**src/apa_pkg.sv**
```systemverilog
// Shared types and codes for the address pool allocator.
// Used by apa_cell and address_pool_allocator_unit; depends on nothing.

package apa_pkg;

  // Field widths fixed by the interface.
  localparam int ADDR_W   = 32;
  localparam int CMD_W    = 2;
  localparam int STATUS_W = 2;

  // Default pool depth for the top level.
  localparam int DEFAULT_POOL_SIZE = 256;

  // Command codes.
  localparam logic [CMD_W-1:0] CMD_LOAD    = 2'd0;
  localparam logic [CMD_W-1:0] CMD_ALLOC   = 2'd1;
  localparam logic [CMD_W-1:0] CMD_RELEASE = 2'd2;

  // Status codes.
  localparam logic [STATUS_W-1:0] STAT_OK        = 2'd0;
  localparam logic [STATUS_W-1:0] STAT_EMPTY     = 2'd1;
  localparam logic [STATUS_W-1:0] STAT_NOT_ALLOC = 2'd2;
  localparam logic [STATUS_W-1:0] STAT_FULL      = 2'd3;

  // Search token that walks the allocated-table chain, one cell per cycle.
  typedef struct packed {
    logic              active;     // a search is in this slot
    logic              is_alloc;   // 1: find an empty entry, 0: find a matching entry
    logic              may_clear;  // release may clear the matching entry
    logic              done;       // an entry was claimed or matched upstream
    logic [ADDR_W-1:0] addr;       // address to store or to look for
  } apa_token_t;

endpackage

```
**src/apa_cell.sv**
```systemverilog
// One entry of the allocated-address table, with its stage of the search chain.
// Depends on apa_pkg for the token type.

module apa_cell (
  input  logic               clk,
  input  logic               rst,
  input  apa_pkg::apa_token_t tok_in,
  output apa_pkg::apa_token_t tok_out
);

  logic                      valid;
  logic                      valid_next;
  logic [apa_pkg::ADDR_W-1:0] entry;
  logic [apa_pkg::ADDR_W-1:0] entry_next;
  apa_pkg::apa_token_t       tok_next;
  logic                      seek;
  logic                      hit_free;
  logic                      hit_match;

  // An open token either claims this entry when it is empty or matches it.
  always_comb begin
    seek       = tok_in.active && !tok_in.done;
    hit_free   = seek && tok_in.is_alloc && !valid;
    hit_match  = seek && !tok_in.is_alloc && valid && (entry == tok_in.addr);
    valid_next = valid;
    entry_next = entry;
    tok_next   = tok_in;
    if (hit_free) begin
      valid_next    = 1'b1;
      entry_next    = tok_in.addr;
      tok_next.done = 1'b1;
    end
    if (hit_match) begin
      tok_next.done = 1'b1;
      if (tok_in.may_clear) begin
        valid_next = 1'b0;
      end
    end
  end

  // Valid bit and token stage are control state and clear on reset.
  always_ff @(posedge clk) begin
    if (rst) begin
      valid   <= 1'b0;
      tok_out <= '0;
    end else begin
      valid   <= valid_next;
      tok_out <= tok_next;
    end
  end

  // The stored address needs no reset; it is only read while valid is set.
  always_ff @(posedge clk) begin
    entry <= entry_next;
  end

endmodule

```
**config.mk**
```make
export PLATFORM = sky130hd
export DESIGN_NAME = apa_cell
export DESIGN_NICKNAME = d
export VERILOG_FILES = /design/src/apa_pkg.sv /design/src/apa_cell.sv
export SDC_FILE = /design/constraint.sdc
export NUM_CORES = 1
export LEC_CHECK = 0
export BUFFER_PORTS_ARGS = -buffer_cell sky130_fd_sc_hd__clkbuf_2
export CAP_MARGIN = 40
export CORE_ASPECT_RATIO = 1.1
export CORE_MARGIN = 2
export CORE_UTILIZATION = 30
export DETAILED_ROUTE_END_ITERATION = 10
export SLEW_MARGIN = 10
export SYNTH_ARGS = -nofsm -noshare
export SYNTH_HDL_FRONTEND = slang
export SYNTH_SLANG_ARGS = --single-unit
```
**constraint.sdc**
```tcl
create_clock -name clk -period 12.45 [get_ports clk]
set_input_delay 1.245 -clock clk [delete_from_list [all_inputs] [get_ports clk]]
set_output_delay 1.245 -clock clk [all_outputs]
set_load 0.02 [all_outputs]
```
==> results of run 1 <==
-- sequential cells by signal (all words and copies together) (netlist names) --
name	count
entry	32
tok_out	36
valid	1
-- placed cells by master, fill, tap and decap left out, types with 2 or more instances in the layout --
cell type	instances
clkbuf_2	73
dfxtp_1	37
nor2b_1	34
edfxtp_1	32
xnor2_1	24
clkbuf_8	12
xor2_1	8
nand4_1	7
clkbuf_1	3
inv_1	2
nor2_1	2
nor4_1	2
-- stage by stage --
stage	worst slack, ns	power (mW)	hold slack (ns)	std cells	util
floorplan	7.48	0.277	0.558	160	-
global route	10.18	0.479	0.734	352	0.404
detailed placement	9.99	0.296	0.659	336	0.379
finish	10.34	0.454	0.678	352	0.404
CTS	10.35	0.464	0.690	352	0.404
global placement	10.02	0.295	0.641	336	0.379
-- area by class of cell --
cell class	count	area [µm²]
Multi-Input combinational cell	86	638
Tap cell	105	131
Inverter	2	7.51
Timing Repair Buffer	74	373
Clock buffer	15	176
Clock inverter	1	5.00
Sequential cell	69	1700
Fill cell	760	4480
-- worst max-delay path: cells and delay by family --
| kind | cells | cell delay [ns] |
|---|---|---|
| and+or+nand+nor | 1 | 0.28 |
| buffers and inverters | 2 | 0.55 |
-- kinds of logic (layout without fill, tap and decap cells) --
family          count (synthesis)  in the layout
xor+xnor                       32             32
simple gates                   51             51
flops                          69             69
buf+inv                         5             92
compound gates                  3              3
-- how the worst max path moves through the flow --
stage	end	slack, ns	cells after the start
final	entry[7]	10.34	3
after global routing	tok_out[32]	10.18	6
after CTS	tok_out[26]	10.35	1
after detailed placement	valid	9.99	6
after global placement	entry[19]	10.02	3
after floorplan	entry[0]	7.48	1
-- per-layer routing --
metal,up-vias,part of all wire,GRT usage
met1,658,0.44,0.139
met4,0,0.019,0.0559
met2,50,0.45,0.156
li1,708,-,-
met5,-,0,0
met3,8,0.085,0.0555
-- power groups by stage --
stage / sequential (mW) / combinational [mW] / clock [mW]
floorplan: 0.263 / 0.0143 / 0
global placement: 0.255 / 0.0406 / 0
detailed placement: 0.255 / 0.0412 / 0
CTS: 0.250 / 0.0414 / 0.172
global route: 0.251 / 0.0446 / 0.183
finish: 0.250 / 0.0403 / 0.163
==> impl_metrics.ini, run 1 <==
[placed_design]
post_dp_cell_area_um2 = 2850
numPortBuffers = 73
place_congestion = 0.710
dp_hpwl_um = 2950

[sta]
setup_violations = 0
min_period_ns = 2.11
finalSetupTns_ns = 0
slew_headroom = 0.474
fmax_mhz = 474
finalCritPeriodShare = 0.170
worst_slew_pin_slew_ns = 0.789
drv_slew = 0
hold_viol = 0
fin_skew_ns = 0.00685
rsz0062_at_grt = no

[worst_setup_path]
worst-endpoint-arrival_ns = 2.10
r2r-end = valid
path_class = input pin to register
cp_max_fo = 33
crit_chain = clkbuf_2 -> nor4bb_4 -> buf_4
critical-path-max-stage-delay_ns = 0.42
critPathCaptureType = register
worst_r2r_path_depth = 5
crit-reg2reg-launch = entry[21]
crit_path_start = tok_in[32]
reg2reg_slack_ns = 11.00
startpoint_type = input pin
cpMaxStageDelayCell = buf_4
crit_required_ns = 12.44

[synth]
ys.flop_type = dfxtp_1
netlist_top_cells_area = edfxtp_1, dfxtp_1, nor2b_1, xnor2_1, xor2_1
synthArstFlopShare = 0
synth_compound_area_frac = 0.00798
synth_most_common_cell = dfxtp_1
synth-simple-area-share = 0.138
syn_inst = 160
synth_nets = 198
synth-seq-area-share = 0.724
yosysUniqueCellTypes = 20
ys_warn_count = 0
synth_top_family_by_area = simple AND/OR/NAND/NOR gates
syn_area_um2 = 2350
synth_top_area_frac = 0.409
ys_ff_latch = 69
synthXorXnorAreaFrac = 0.119
synth_mux_area_frac = 0
syn_avg_cell_area_um2 = 14.7
synth_adder_area_share = 0
synth_common_cells = dfxtp_1, nor2b_1, edfxtp_1, xnor2_1, xor2_1
yosys.area.top_type = edfxtp_1
synth_edf_count = 32

[clock_network]
tritoncts = done
numClockSinks = 69
htreeDepth = 3
clock-root-buffer = clkbuf_8
post_cts_resized = 0
hold_buffers = 0
clk_pin_slew_ns = 0.06
cts_buffer_depth = 2
postCtsSetupBuffers = 0
cts_made_buffers = 9
insertion_delay_ns = 0.34

[power]
p_leak_nw = 1.21
comb_power_share = 0.089
p_switching_mw = 0.101
intPower_mw = 0.353
power_density_nw_per_um2 = 150
max-vdd-ir-drop_v = 0.0000644
power_frac_clock = 0.360
swShare = 0.222
power_frac_seq = 0.551

[final_layout]
antenna_cells = 0
fin_nets = 280
fin_area_um2 = 3030
syn2layout_area_growth_pct = 29.0
drive_gt1_frac = 0.368

[detailed_routing]
drt_pre_antenna_iters = 3
first_iter_violations = 56
via_per_inst = 4.05
vias = 1424
final_antenna_net_count = 0
wl_um = 4170
wl_per_cell_um = 11.8
drc = 0

[global_route]
grt_pass1_wl_um = 6870
grt.overflow.total = 0
grt_pass1_vias = 1427
grt_max_degree = 38
antenna_found_initial = 0
grt_use_total = 0.111

[run_status]
status = finished, final reports clean

[hold_path]
min-delay-path-class = register to register
hold-path-endpoint = valid
min_path_cells = 3
holdCritStartpoint = valid

[die]
dieArea_um2 = 8560
die_w_um = 88.4
ios = 74
fp.dieH_um = 96.8
initial_utilization = 0.313
coreArea_um2 = 7510
num_rows = 33

[job]
drv_cap = 0
Note: power is estimated with default switching activity, not from simulation.
==> run 2, diff against run 1 <==
- clock period: 12.45 -> 2.1 ns (I/O delays scaled with it)
==> run 2 against run 1 <==
Against the previous run:
- clock power grew to 8.2 times the previous value
- non-clock buffer count grew 1
- worst hold slack worse by 0.59 ns
- sequential cell count unchanged
- total power grew to 6.7 times the previous value
- final cell count up 0.28%
- critical path depth grew 2
- clock skew fell by 0.00065 ns
- critical endpoint is now valid
- highest routed layer unchanged
==> impl_metrics.ini, run 2 (synthesis results as in run 1) <==
[final_layout]
layout_commonest_cell = clkbuf_2
largest_reg_flops = 36
drive_gt1_frac = 0.375
top_regs = tok_out x36, entry x32, valid x1
antenna_cells = 0
syn2layout_area_growth_pct = 32.2
mostFrequentLayoutCells = clkbuf_2, dfxtp_1, nor2b_1, edfxtp_1, xnor2_1
fin_nets = 281
finalNonFillerCells = 353
largest-register = tok_out

[power]
comb_power_share = 0.080
finalPower_mw = 3.05
p_switching_mw = 0.635
intPower_mw = 2.42
swShare = 0.208
max-vdd-ir-drop_v = 0.000346
p_leak_nw = 1.24
power_frac_seq = 0.485
power_frac_clock = 0.435
power_density_nw_per_um2 = 982

[hold_path]
min-delay-path-class = input pin to register
holdCritStartpoint = tok_in[8]
min_path_cells = 1

[global_route]
grt.overflow.total = 0
grt_pass1_wl_um = 7190
grt_max_degree = 38
antenna_found_initial = 0
grt_use_total = 0.113
grt_pass1_vias = 1414

[worst_setup_path]
critical-path-max-stage-delay_ns = 0.38
cp.depth = 5
worst-endpoint-arrival_ns = 1.75
crit-reg2reg-launch = entry[21]
path_delay_family = simple AND/OR/NAND/NOR gates
worst_r2r_path_depth = 5
crit_chain = xnor2_1 -> nand4_1 -> nor4_1 -> nand4_1 -> o21a_1
cpMaxStageDelayCell = edfxtp_1
critPathCaptureType = register
worst-path-buf-inv = 0
path_class = register to register
crit_path_start = entry[21]
startpoint_type = register
crit_required_ns = 2.33
cp_max_fo = 2
cp_common_cell = nand4_1

[clock_network]
post_cts_resized = 0
numClockSinks = 69
tritoncts = done
insertion_delay_ns = 0.33
cts_made_buffers = 9
clk_pin_slew_ns = 0.07
clock-root-buffer = clkbuf_8
cts_buffer_depth = 2
postCtsSetupBuffers = 0
hold_buffers = 0
htreeDepth = 3

[detailed_routing]
final_antenna_net_count = 0
first_iter_violations = 83
via_per_inst = 3.97
drt_pre_antenna_iters = 4
drc = 0
vias = 1402
wl_per_cell_um = 12.5
wl_um = 4400

[sta]
rsz0062_at_grt = no
fin_skew_ns = 0.00619
fmax_mhz = 655
whs_ns = 0.0896
drv_slew = 0
finalSetupTns_ns = 0
setup_violations = 0
finalCritPeriodShare = 0.727
setup_slack_ns = 0.574
worst_slew_pin_slew_ns = 0.783
slew_headroom = 0.478
min_period_ns = 1.53
hold_viol = 0

[die]
coreArea_um2 = 7510
dieArea_um2 = 8560
fp.dieH_um = 96.8
die_w_um = 88.4
initial_utilization = 0.313
num_rows = 33
ios = 74

[placed_design]
place_congestion = 0.698
preCtsSetupSlack_ns = 0.604
numPortBuffers = 73
dp.cells = 337
dp_hpwl_um = 3190

[run_status]
status = finished, final reports clean

[job]
drv_cap = 0
-- run 2: changes by cell type in the layout (fill, tap and decap cells not counted) --
cell	before	now
buf_4	1	2
clkbuf_1	3	1
clkinv_2	1	0
bufinv_16	0	3
clkbuf_8	12	11
clkinv_1	0	1
-- run 2: worst paths after layout --
check / end / slack, ns
max: valid / 0.57
max reg2reg: valid / 0.57
min reg2reg: valid / 0.68
min: entry[8] / 0.09
-- run 2: routing by layer --
layer  vias to the layer above  share of wire  global-route usage
met4                         0          0.010              0.0455
met5                         -              0                   0
met2                        48           0.46               0.160
met1                       641           0.46               0.153
met3                         7          0.066              0.0469
li1                        706              -                   -
-- run 2: layout make-up --
class	instances	area, µm²
clock buffers	12	155
clock inverters	4	93.8
fillers	751	4410
inverters	2	7.51
multi-input cells	86	638
flip-flops and latches	69	1700
well taps	105	131
repair buffers	75	380
-- run 2: worst reg2reg max path, stage by stage, from the launching register on --
cell and delay (ns):
edfxtp_1 0.38, xnor2_1 0.20, nand4_1 0.14, nor4_1 0.33, nand4_1 0.17, o21a_1 0.20
-- run 2: through the flow --
| stage | util | area (µm²) |
|---|---|---|
| 2_1_floorplan | - | 2370 |
| 3_3_place_gp | 0.380 | 2860 |
| 3_5_place_dp | 0.380 | 2860 |
| 4_1_cts | 0.414 | 3110 |
| 5_1_grt | 0.414 | 3110 |
| 6_report | 0.414 | 3110 |
-- run 2: power groups by stage --
stage / logic, mW / clock network (mW) / registers, mW
CTS: 0.250 / 1.37 / 1.48
detailed placement: 0.249 / 0 / 1.51
finish: 0.244 / 1.33 / 1.48
global route: 0.269 / 1.44 / 1.49
floorplan: 0.0867 / 0 / 1.56
global placement: 0.247 / 0 / 1.51
